`src/design/prefix_free_code_check_defines.svh`:
```
// assertion macros shared by the prefix-free check rtl
// no dependencies; included by the files that carry assertions
`ifndef PREFIX_FREE_CODE_CHECK_DEFINES_SVH
`define PREFIX_FREE_CODE_CHECK_DEFINES_SVH

`ifndef SYNTHESIS
// clocked check, off while reset is asserted
`define PFCC_ASSERT(lbl, clk, rst_n, prop, msg) \
    lbl: assert property (@(posedge clk) disable iff (!rst_n) prop) else $error(msg);
// clocked check that also holds during reset
`define PFCC_ASSERT_ALWAYS(lbl, clk, prop, msg) \
    lbl: assert property (@(posedge clk) prop) else $error(msg);
`else
`define PFCC_ASSERT(lbl, clk, rst_n, prop, msg)
`define PFCC_ASSERT_ALWAYS(lbl, clk, prop, msg)
`endif

`endif

```
`src/design/pfcc_pkg.sv`:
```
// shared types, sizes and helpers of the prefix-free check
// no dependencies; used by pfcc_ctrl and prefix_free_code_check
package pfcc_pkg;

    localparam int MAX_ENTRIES = 8;
    localparam int MAX_CHARS   = 8;

    localparam int IDX_W     = $clog2(MAX_ENTRIES);
    localparam int CNT_W     = $clog2(MAX_ENTRIES + 1);
    localparam int CHARS_W   = 64;
    localparam int LEN_W     = 4;
    localparam int OUT_IDX_W = 3;

    typedef struct packed {
        logic [LEN_W-1:0]   len;
        logic [CHARS_W-1:0] chars;
    } entry_t;

    typedef struct packed {
        logic                 found;
        logic [OUT_IDX_W-1:0] shorter;
        logic [OUT_IDX_W-1:0] longer;
        logic                 ovf;
    } result_t;

    localparam int ENTRY_W = $bits(entry_t);

    function automatic logic [LEN_W-1:0] sat_len(input logic [LEN_W-1:0] len);
        return (len > LEN_W'(MAX_CHARS)) ? LEN_W'(MAX_CHARS) : len;
    endfunction

    // one byte of ones for every character inside the length
    function automatic logic [CHARS_W-1:0] byte_mask(input logic [LEN_W-1:0] len);
        logic [CHARS_W-1:0] m;
        m = '0;
        for (int b = 0; b < CHARS_W / 8; b++)
        begin
            if (LEN_W'(b) < len)
            begin
                m[8*b +: 8] = 8'hFF;
            end
        end
        return m;
    endfunction

endpackage

```
`src/design/prefix_free_code_check.sv`:
```
// top level of the prefix-free check: entry store, search sequencer, result register
// depends on pfcc_pkg, pfcc_ram and pfcc_ctrl
//
// channel  direction  handshake            payload
// in       in         in_valid / in_stall  entry_chars, entry_length, last_entry
// out      out        out_valid/out_stall  prefix_found, shorter_index, longer_index, overflow
//
// a word that is not last is stored and the next can follow right after
// the last word starts a sweep over the entry ram through its single read port: each outer
// entry is read and latched, then compared with each later entry until a pair is found;
// with fewer than two entries there is no sweep; the result then waits for the output register
// reset clears counts and flags; the entry ram is not cleared, only written slots are compared
// the result waits in an output register while out_stall is high; loading goes on meanwhile
module prefix_free_code_check (
    input  logic                                clk,
    input  logic                                rst_n,
    input  logic                                in_valid,
    output logic                                in_stall,
    input  logic [pfcc_pkg::CHARS_W-1:0]        entry_chars,
    input  logic [pfcc_pkg::LEN_W-1:0]          entry_length,
    input  logic                                last_entry,
    output logic                                out_valid,
    input  logic                                out_stall,
    output logic                                prefix_found,
    output logic [pfcc_pkg::OUT_IDX_W-1:0]      shorter_index,
    output logic [pfcc_pkg::OUT_IDX_W-1:0]      longer_index,
    output logic                                overflow
);

    logic                         out_valid_reg, out_valid_next;
    pfcc_pkg::result_t            res_reg;
    pfcc_pkg::result_t            res;
    logic                         res_valid;
    logic                         out_free;
    logic                         load;

    logic                         mem_we;
    logic [pfcc_pkg::IDX_W-1:0]   mem_waddr;
    pfcc_pkg::entry_t             mem_wdata;
    logic [pfcc_pkg::IDX_W-1:0]   mem_raddr;
    pfcc_pkg::entry_t             mem_rdata;

    pfcc_ram #(
        .WIDTH (pfcc_pkg::ENTRY_W),
        .DEPTH (pfcc_pkg::MAX_ENTRIES)
    ) u_entry_ram (
        .clk   (clk),
        .we    (mem_we),
        .waddr (mem_waddr),
        .wdata (mem_wdata),
        .raddr (mem_raddr),
        .rdata (mem_rdata)
    );

    pfcc_ctrl u_ctrl (
        .clk          (clk),
        .rst_n        (rst_n),
        .in_valid     (in_valid),
        .in_stall     (in_stall),
        .entry_chars  (entry_chars),
        .entry_length (entry_length),
        .last_entry   (last_entry),
        .out_free     (out_free),
        .res_valid    (res_valid),
        .res          (res),
        .mem_we       (mem_we),
        .mem_waddr    (mem_waddr),
        .mem_wdata    (mem_wdata),
        .mem_raddr    (mem_raddr),
        .mem_rdata    (mem_rdata)
    );

    // output register is free when empty or being taken this cycle
    assign out_free = !out_valid_reg || !out_stall;
    assign load     = res_valid && out_free;

    always_comb
    begin
        if (load)
        begin
            out_valid_next = 1'b1;
        end
        else if (out_stall)
        begin
            out_valid_next = out_valid_reg;
        end
        else
        begin
            out_valid_next = 1'b0;
        end
    end

    always_ff @(posedge clk or negedge rst_n)
    begin
        if (!rst_n)
        begin
            out_valid_reg <= 1'b0;
        end
        else
        begin
            out_valid_reg <= out_valid_next;
        end
    end

    always_ff @(posedge clk)
    begin
        if (load)
        begin
            res_reg <= res;
        end
    end

    assign out_valid     = out_valid_reg;
    assign prefix_found  = res_reg.found;
    assign shorter_index = res_reg.shorter;
    assign longer_index  = res_reg.longer;
    assign overflow      = res_reg.ovf;

endmodule

```
`src/design/pfcc_ram.sv`:
```
// generic single-write, single-read ram with registered read data
// no dependencies
module pfcc_ram #(
    parameter int WIDTH = 8,
    parameter int DEPTH = 8
) (
    input  logic                     clk,
    input  logic                     we,
    input  logic [$clog2(DEPTH)-1:0] waddr,
    input  logic [WIDTH-1:0]         wdata,
    input  logic [$clog2(DEPTH)-1:0] raddr,
    output logic [WIDTH-1:0]         rdata
);

    logic [WIDTH-1:0] mem [DEPTH];
    logic [WIDTH-1:0] rdata_reg;

    always_ff @(posedge clk)
    begin
        if (we)
        begin
            mem[waddr] <= wdata;
        end
        rdata_reg <= mem[raddr];
    end

    assign rdata = rdata_reg;

endmodule

```
`src/design/pfcc_ctrl.sv`:
```
// load and pair-search sequencer of the prefix-free check
// depends on pfcc_pkg and prefix_free_code_check_defines.svh; drives one pfcc_ram
`include "prefix_free_code_check_defines.svh"

module pfcc_ctrl (
    input  logic                          clk,
    input  logic                          rst_n,
    input  logic                          in_valid,
    output logic                          in_stall,
    input  logic [pfcc_pkg::CHARS_W-1:0]  entry_chars,
    input  logic [pfcc_pkg::LEN_W-1:0]    entry_length,
    input  logic                          last_entry,
    input  logic                          out_free,
    output logic                          res_valid,
    output pfcc_pkg::result_t             res,
    output logic                          mem_we,
    output logic [pfcc_pkg::IDX_W-1:0]    mem_waddr,
    output pfcc_pkg::entry_t              mem_wdata,
    output logic [pfcc_pkg::IDX_W-1:0]    mem_raddr,
    input  pfcc_pkg::entry_t              mem_rdata
);

    localparam logic [2:0] ST_LOAD  = 3'd0;
    localparam logic [2:0] ST_RDI   = 3'd1;
    localparam logic [2:0] ST_LATCH = 3'd2;
    localparam logic [2:0] ST_CMP   = 3'd3;
    localparam logic [2:0] ST_DONE  = 3'd4;

    logic [2:0]                   state_reg, state_next;
    logic [pfcc_pkg::CNT_W-1:0]   cnt_reg, cnt_next;
    logic                         ovf_reg, ovf_next;
    logic [pfcc_pkg::IDX_W-1:0]   i_reg, i_next;
    logic [pfcc_pkg::IDX_W-1:0]   j_reg, j_next;
    logic                         found_reg, found_next;
    logic [pfcc_pkg::IDX_W-1:0]   si_reg, si_next;
    logic [pfcc_pkg::IDX_W-1:0]   li_reg, li_next;
    pfcc_pkg::entry_t             outer_reg, outer_next;

    logic                         accept;
    logic                         room;
    logic [pfcc_pkg::LEN_W-1:0]   len_sat;
    logic [pfcc_pkg::CNT_W-1:0]   cnt_after;
    logic                         match;
    logic [pfcc_pkg::IDX_W-1:0]   i_inc;
    logic [pfcc_pkg::IDX_W-1:0]   j_inc;

    assign accept    = in_valid && (state_reg == ST_LOAD);
    assign in_stall  = (state_reg != ST_LOAD);
    assign room      = cnt_reg < pfcc_pkg::CNT_W'(pfcc_pkg::MAX_ENTRIES);
    assign len_sat   = pfcc_pkg::sat_len(entry_length);
    assign cnt_after = room ? cnt_reg + pfcc_pkg::CNT_W'(1) : cnt_reg;
    assign i_inc     = i_reg + pfcc_pkg::IDX_W'(1);
    assign j_inc     = j_reg + pfcc_pkg::IDX_W'(1);

    // stored words are already masked to their length
    assign match = (outer_reg.len <= mem_rdata.len) &&
                   (((outer_reg.chars ^ mem_rdata.chars) &
                     pfcc_pkg::byte_mask(outer_reg.len)) == '0);

    assign mem_we          = accept && room;
    assign mem_waddr       = cnt_reg[pfcc_pkg::IDX_W-1:0];
    assign mem_wdata.len   = len_sat;
    assign mem_wdata.chars = entry_chars & pfcc_pkg::byte_mask(len_sat);

    assign res_valid   = (state_reg == ST_DONE);
    assign res.found   = found_reg;
    assign res.shorter = pfcc_pkg::OUT_IDX_W'(si_reg);
    assign res.longer  = pfcc_pkg::OUT_IDX_W'(li_reg);
    assign res.ovf     = ovf_reg;

    always_comb
    begin
        state_next = state_reg;
        cnt_next   = cnt_reg;
        ovf_next   = ovf_reg;
        i_next     = i_reg;
        j_next     = j_reg;
        found_next = found_reg;
        si_next    = si_reg;
        li_next    = li_reg;
        outer_next = outer_reg;
        mem_raddr  = i_reg;
        case (state_reg)
            ST_LOAD:
            begin
                if (accept)
                begin
                    cnt_next = cnt_after;
                    if (!room)
                    begin
                        ovf_next = 1'b1;
                    end
                    if (last_entry)
                    begin
                        found_next = 1'b0;
                        si_next    = '0;
                        li_next    = '0;
                        i_next     = '0;
                        state_next = (cnt_after < pfcc_pkg::CNT_W'(2)) ? ST_DONE : ST_RDI;
                    end
                end
            end
            ST_RDI:
            begin
                mem_raddr  = i_reg;
                state_next = ST_LATCH;
            end
            ST_LATCH:
            begin
                // outer entry arrives, start the inner sweep at the next slot
                outer_next = mem_rdata;
                mem_raddr  = i_inc;
                j_next     = i_inc;
                state_next = ST_CMP;
            end
            ST_CMP:
            begin
                if (match)
                begin
                    found_next = 1'b1;
                    si_next    = i_reg;
                    li_next    = j_reg;
                    state_next = ST_DONE;
                end
                else if (pfcc_pkg::CNT_W'(j_reg) + pfcc_pkg::CNT_W'(1) < cnt_reg)
                begin
                    mem_raddr = j_inc;
                    j_next    = j_inc;
                end
                else if (pfcc_pkg::CNT_W'(i_reg) + pfcc_pkg::CNT_W'(2) < cnt_reg)
                begin
                    mem_raddr  = i_inc;
                    i_next     = i_inc;
                    state_next = ST_LATCH;
                end
                else
                begin
                    state_next = ST_DONE;
                end
            end
            ST_DONE:
            begin
                if (out_free)
                begin
                    cnt_next   = '0;
                    ovf_next   = 1'b0;
                    state_next = ST_LOAD;
                end
            end
            default:
            begin
                state_next = ST_LOAD;
            end
        endcase
    end

    always_ff @(posedge clk or negedge rst_n)
    begin
        if (!rst_n)
        begin
            state_reg <= ST_LOAD;
            cnt_reg   <= '0;
            ovf_reg   <= 1'b0;
            i_reg     <= '0;
            j_reg     <= '0;
            found_reg <= 1'b0;
            si_reg    <= '0;
            li_reg    <= '0;
        end
        else
        begin
            state_reg <= state_next;
            cnt_reg   <= cnt_next;
            ovf_reg   <= ovf_next;
            i_reg     <= i_next;
            j_reg     <= j_next;
            found_reg <= found_next;
            si_reg    <= si_next;
            li_reg    <= li_next;
        end
    end

    always_ff @(posedge clk)
    begin
        outer_reg <= outer_next;
    end

    `PFCC_ASSERT(a_cnt_range, clk, rst_n, cnt_reg <= pfcc_pkg::CNT_W'(pfcc_pkg::MAX_ENTRIES), "entry count past capacity")
    `PFCC_ASSERT(a_ovf_full, clk, rst_n, ovf_reg |-> (cnt_reg == pfcc_pkg::CNT_W'(pfcc_pkg::MAX_ENTRIES)), "overflow with room left")
    `PFCC_ASSERT(a_pair_order, clk, rst_n, (state_reg == ST_CMP) |-> (j_reg > i_reg), "inner slot not after outer slot")
    `PFCC_ASSERT(a_pair_held, clk, rst_n, (state_reg == ST_CMP) |-> (pfcc_pkg::CNT_W'(j_reg) < cnt_reg), "inner slot beyond stored entries")
    `PFCC_ASSERT(a_list_clear, clk, rst_n, (res_valid && out_free) |=> ((cnt_reg == '0) && !ovf_reg), "list not cleared after result")

endmodule

```
`config.mk`:
```
export PLATFORM = sky130hd
export DESIGN_NAME = prefix_free_code_check
export DESIGN_NICKNAME = d
export VERILOG_FILES = /design/src/design/pfcc_pkg.sv /design/src/design/prefix_free_code_check.sv /design/src/design/pfcc_ram.sv /design/src/design/pfcc_ctrl.sv
export VERILOG_INCLUDE_DIRS = /design/src /design/src/design
export SDC_FILE = /design/constraint.sdc
export NUM_CORES = 1
export LEC_CHECK = 0
export ABC_AREA = 1
export BUFFER_PORTS_ARGS = -buffer_cell sky130_fd_sc_hd__buf_2
export CAP_MARGIN = 20
export CORE_MARGIN = 8
export CORE_UTILIZATION = 45
export CTS_CLUSTER_DIAMETER = 40
export DETAILED_ROUTE_END_ITERATION = 16
export PLACE_DENSITY = 0.59
export SLEW_MARGIN = 5
export SYNTH_ARGS = -nofsm -noshare
export SYNTH_HDL_FRONTEND = slang
export SYNTH_SLANG_ARGS = --single-unit
```
`constraint.sdc`:
```
create_clock -name clk -period 7.5 [get_ports clk]
set_clock_uncertainty 0.1 [all_clocks]
set_input_delay 1.5 -clock clk [delete_from_list [all_inputs] [get_ports clk]]
set_output_delay 1.5 -clock clk [all_outputs]
set_load 0.01 [all_outputs]
```
==> reports/results.tsv <==
stage	metric	value	unit
worst_setup_path	slowest library cell on the worst path	nand2_4	
worst_setup_path	endpoint class of the critical path	flip-flop	
job	Max Cap Violations	0	
sta	RSZ-0062 raised after global routing	no	
drt	antenna-violating nets left	0	
drt	Vias/cell	4.856	
cells_and_area	layout cells sized above 1	0.08853	
drt	1st-iter DRT viols	1392	
synth	Post-Syn Area	31180	um2
clock_network	Reg clk slew, reported paths	0.06	ns
global_route	largest net degree at the start of global routing	189	
worst_setup_path	Critical Path RT	7.93	ns
synth	Syn Nets	3297	
min_path	HP Start	u_entry_ram.rdata[66]	
global_route	initial antenna violation count	0	
worst_setup_path	Bufs and invs on worst path	3	
global_route	total track usage	0.1822	
floorplanning	Boundary Pins	83	
cells_and_area	Multi-input gate area	7346	um2
sta	smallest hold slack	0.3337	ns
sta	Worst Tran Pin Value	1.022	ns
clock_network	total CTS buffers	95	
sta	Tmin final	5.099	ns
drt	Initial DRT Pass Iterations	8	
placement	gpl congestion	0.7948	
synth	Avg Cell Area, Syn	9.715	um2
min_path	Cells on Worst Hold Path	0	
placement	DP HPWL	37140	um
worst_setup_path	WS Path Type	flip-flop to flip-flop	
placement	placed cell areas	32500	um2
clock_network	clk_lat worst skew	0.64	ns
worst_setup_path	CP cell instances	nor2_1 > inv_1 > nor2_1 > inv_1 > nand2_1 > nand2_4 > nand2_4 > buf_12 > nand2_1 > nand3_1 > nand2_1 > nand2_1 > nand2_1	
cells_and_area	Net count, final	3372	
cells_and_area	most common cell after layout, fill and taps aside	nand2_1	
worst_setup_path	worst r2r src	u_ctrl.state_reg[2]	
worst_setup_path	Worst Reg-to-Reg Cells	13	
min_path	hold endpoint	u_ctrl.outer_reg[66]	
global_route	vias in the first global route	20100	
sta	Setup TNS	0	ns
sta	final hold vios	0	
cells_and_area	FF/Latch Area	20530	um2
worst_setup_path	Stages on worst setup path	13	
drt	DRC	0	
clock_network	postcts setup bufs	0	
drt	drt wl/cell	16.72	um
synth	area leader, netlist	edfxtp_1	
worst_setup_path	cell family with most CP delay	simple AND/OR/NAND/NOR gates	
power_and_ir_drop	pwr dens	449.0	nW/um2
worst_setup_path	CP max stage delay	1.03	ns
cells_and_area	Final Instance Area	35790	um2
sta	period utilisation layout	0.6799	
cells_and_area	ant diodes	0	
floorplanning	core area	68590	um2
synth	yosys warns	0	
clock_network	Clock Sinks	710	
worst_setup_path	Critical Path AT	5.53	ns
cells_and_area	max reg flops	544	
sta	fin. max-slew vios	0	
synth	register bit total from synthesis	710	
floorplanning	# rows	96	
cells_and_area	layout overhead on the synthesized area	14.75	%
outcome	outcome	finished, final reports clean	
power_and_ir_drop	worst vdd ir	0.4661	mV
sta	fmax	0.1961	GHz
worst_setup_path	reg2reg setup slack	2.40	ns
placement	PortBufs	82	
drt	via count	20870	
synth	post-synth cell types	32	
clock_network	Max clock buf depth	3	
global_route	first-pass GRT wire length	111600	um
worst_setup_path	CP startpoint kind	flip-flop	
worst_setup_path	Worst R2R End	u_entry_ram.rdata[53]	
floorplanning	Die Y	279.3	um
worst_setup_path	most frequent CP cell	nand2_1	
sta	max_slew headroom	0.3163	
global_route	GR Overflow Total	0	
floorplanning	die width	279.3	um
synth	post-synthesis sequential area ratio	0.6583	
clock_network	Resized Gates After CTS	0	
cells_and_area	commonest non-fill, non-tap cells in the layout	855 x nand2_1, 731 x inv_1, 620 x edfxtp_1, 560 x nand3_1	
synth	share of the synthesized area in the top cell type	0.5970	
floorplanning	die area	77980	um2
drt	final wirelength	71830	um
clock_network	CTS tree	built	
clock_network	H-tree depth	3	
floorplanning	Initial Util	0.4547	
cells_and_area	FILL cells	5922	
worst_setup_path	worst-path maximum fanout	111	
synth	main area contributors after synthesis	edfxtp_1 60%, nand2_1 10%, nand3_1 9.0%	
synth	Post-Syn Instances	3210	
clock_network	Root Buffer Master	clkbuf_16	
power_and_ir_drop	Leakage Power	16.47	nW
clock_network	hold_buf cts	0	
sta	endpoints failing setup	0	
min_path	worst hold-check path type	flip-flop to flip-flop	
[synth_stat cells, drive strengths merged]
library cell	count
o21ai	29
clkbuf	48
o2bb2ai	1
nand4	2
nand3b	1
or2	1
a21oi	12
nand3	562
inv	733
o31ai	2
edfxtp	620
xor2	1
o211ai	5
nor2	102
o21bai	2
ha	14
nand2	858
nor3	6
xnor2	29
o22ai	4
dfxtp	68
dfrtp	22
buf	88
[layer usage]
layer / vias to the layer above / wire [um] / global-route usage
met3: 115 / 3801 / 0.02813
li1: 10330 / - / -
met5: - / 0 / 0
met4: 0 / 1680 / 0.06243
met1: 9899 / 31400 / 0.2355
met2: 524 / 34950 / 0.3112
[worst max path at each step]
stage / startpoint / to / slack (ns)
2_1_floorplan: in_valid / u_entry_ram.mem[4][0] / 0.18
3_3_place_gp: u_ctrl.state_reg[2] / u_entry_ram.rdata[61] / 2.44
3_5_place_dp: u_ctrl.state_reg[2] / u_entry_ram.rdata[61] / 2.38
4_1_cts: u_ctrl.state_reg[2] / u_entry_ram.rdata[61] / 2.39
5_1_grt: u_ctrl.state_reg[2] / u_entry_ram.rdata[53] / 1.89
6_report: u_ctrl.state_reg[2] / u_entry_ram.rdata[53] / 2.40
[cell families (layout without fill, tap and decap cells)]
group | Yosys count | count (layout) | share of synthesized area
simple gates | 1532 | 1532 | 0.2082
flops | 710 | 710 | 0.6583
buf+inv | 869 | 1025 | 0.1090
xor+xnor | 30 | 30 | 0.008426
fa+ha+maj | 14 | 14 | 0.005617
compound gates | 55 | 55 | 0.01043
[final cells by class]
type | instances | area share
multi-input combinational | 1631 | 0.2053
tap | 931 | 0.03255
clock buffer | 114 | 0.07157
clock inverter | 64 | 0.01888
sequential | 710 | 0.5737
inverter | 733 | 0.07710
timing repair buffer | 114 | 0.02094
[where the power goes]
group	leakage [nW]	internal, mW	switching (mW)
combinational	8.37	1.92	4.35
clock	1.57	2.73	1.74
sequential	6.54	5.03	0.296
[per-stage QoR]
stage	instances	power, mW	util	setup WS (ns)
5_1_grt	4297	17.23	0.5218	1.894
4_1_cts	4295	16.16	0.5211	2.386
3_3_place_gp	4115	11.51	0.4736	2.438
6_report	4297	16.07	0.5218	2.401
2_1_floorplan	3210	10.11	-	0.1839
3_5_place_dp	4117	11.66	0.4739	2.377
[worst reg2reg max path: cells and delay by family (launching register included)]
| family | cells | cell delay, ns |
|---|---|---|
| and+or+nand+nor | 10 | 3.45 |
| buffers and inverters | 3 | 1.09 |
| DFF | 1 | 0.38 |
(Power assumes the default switching activity.)
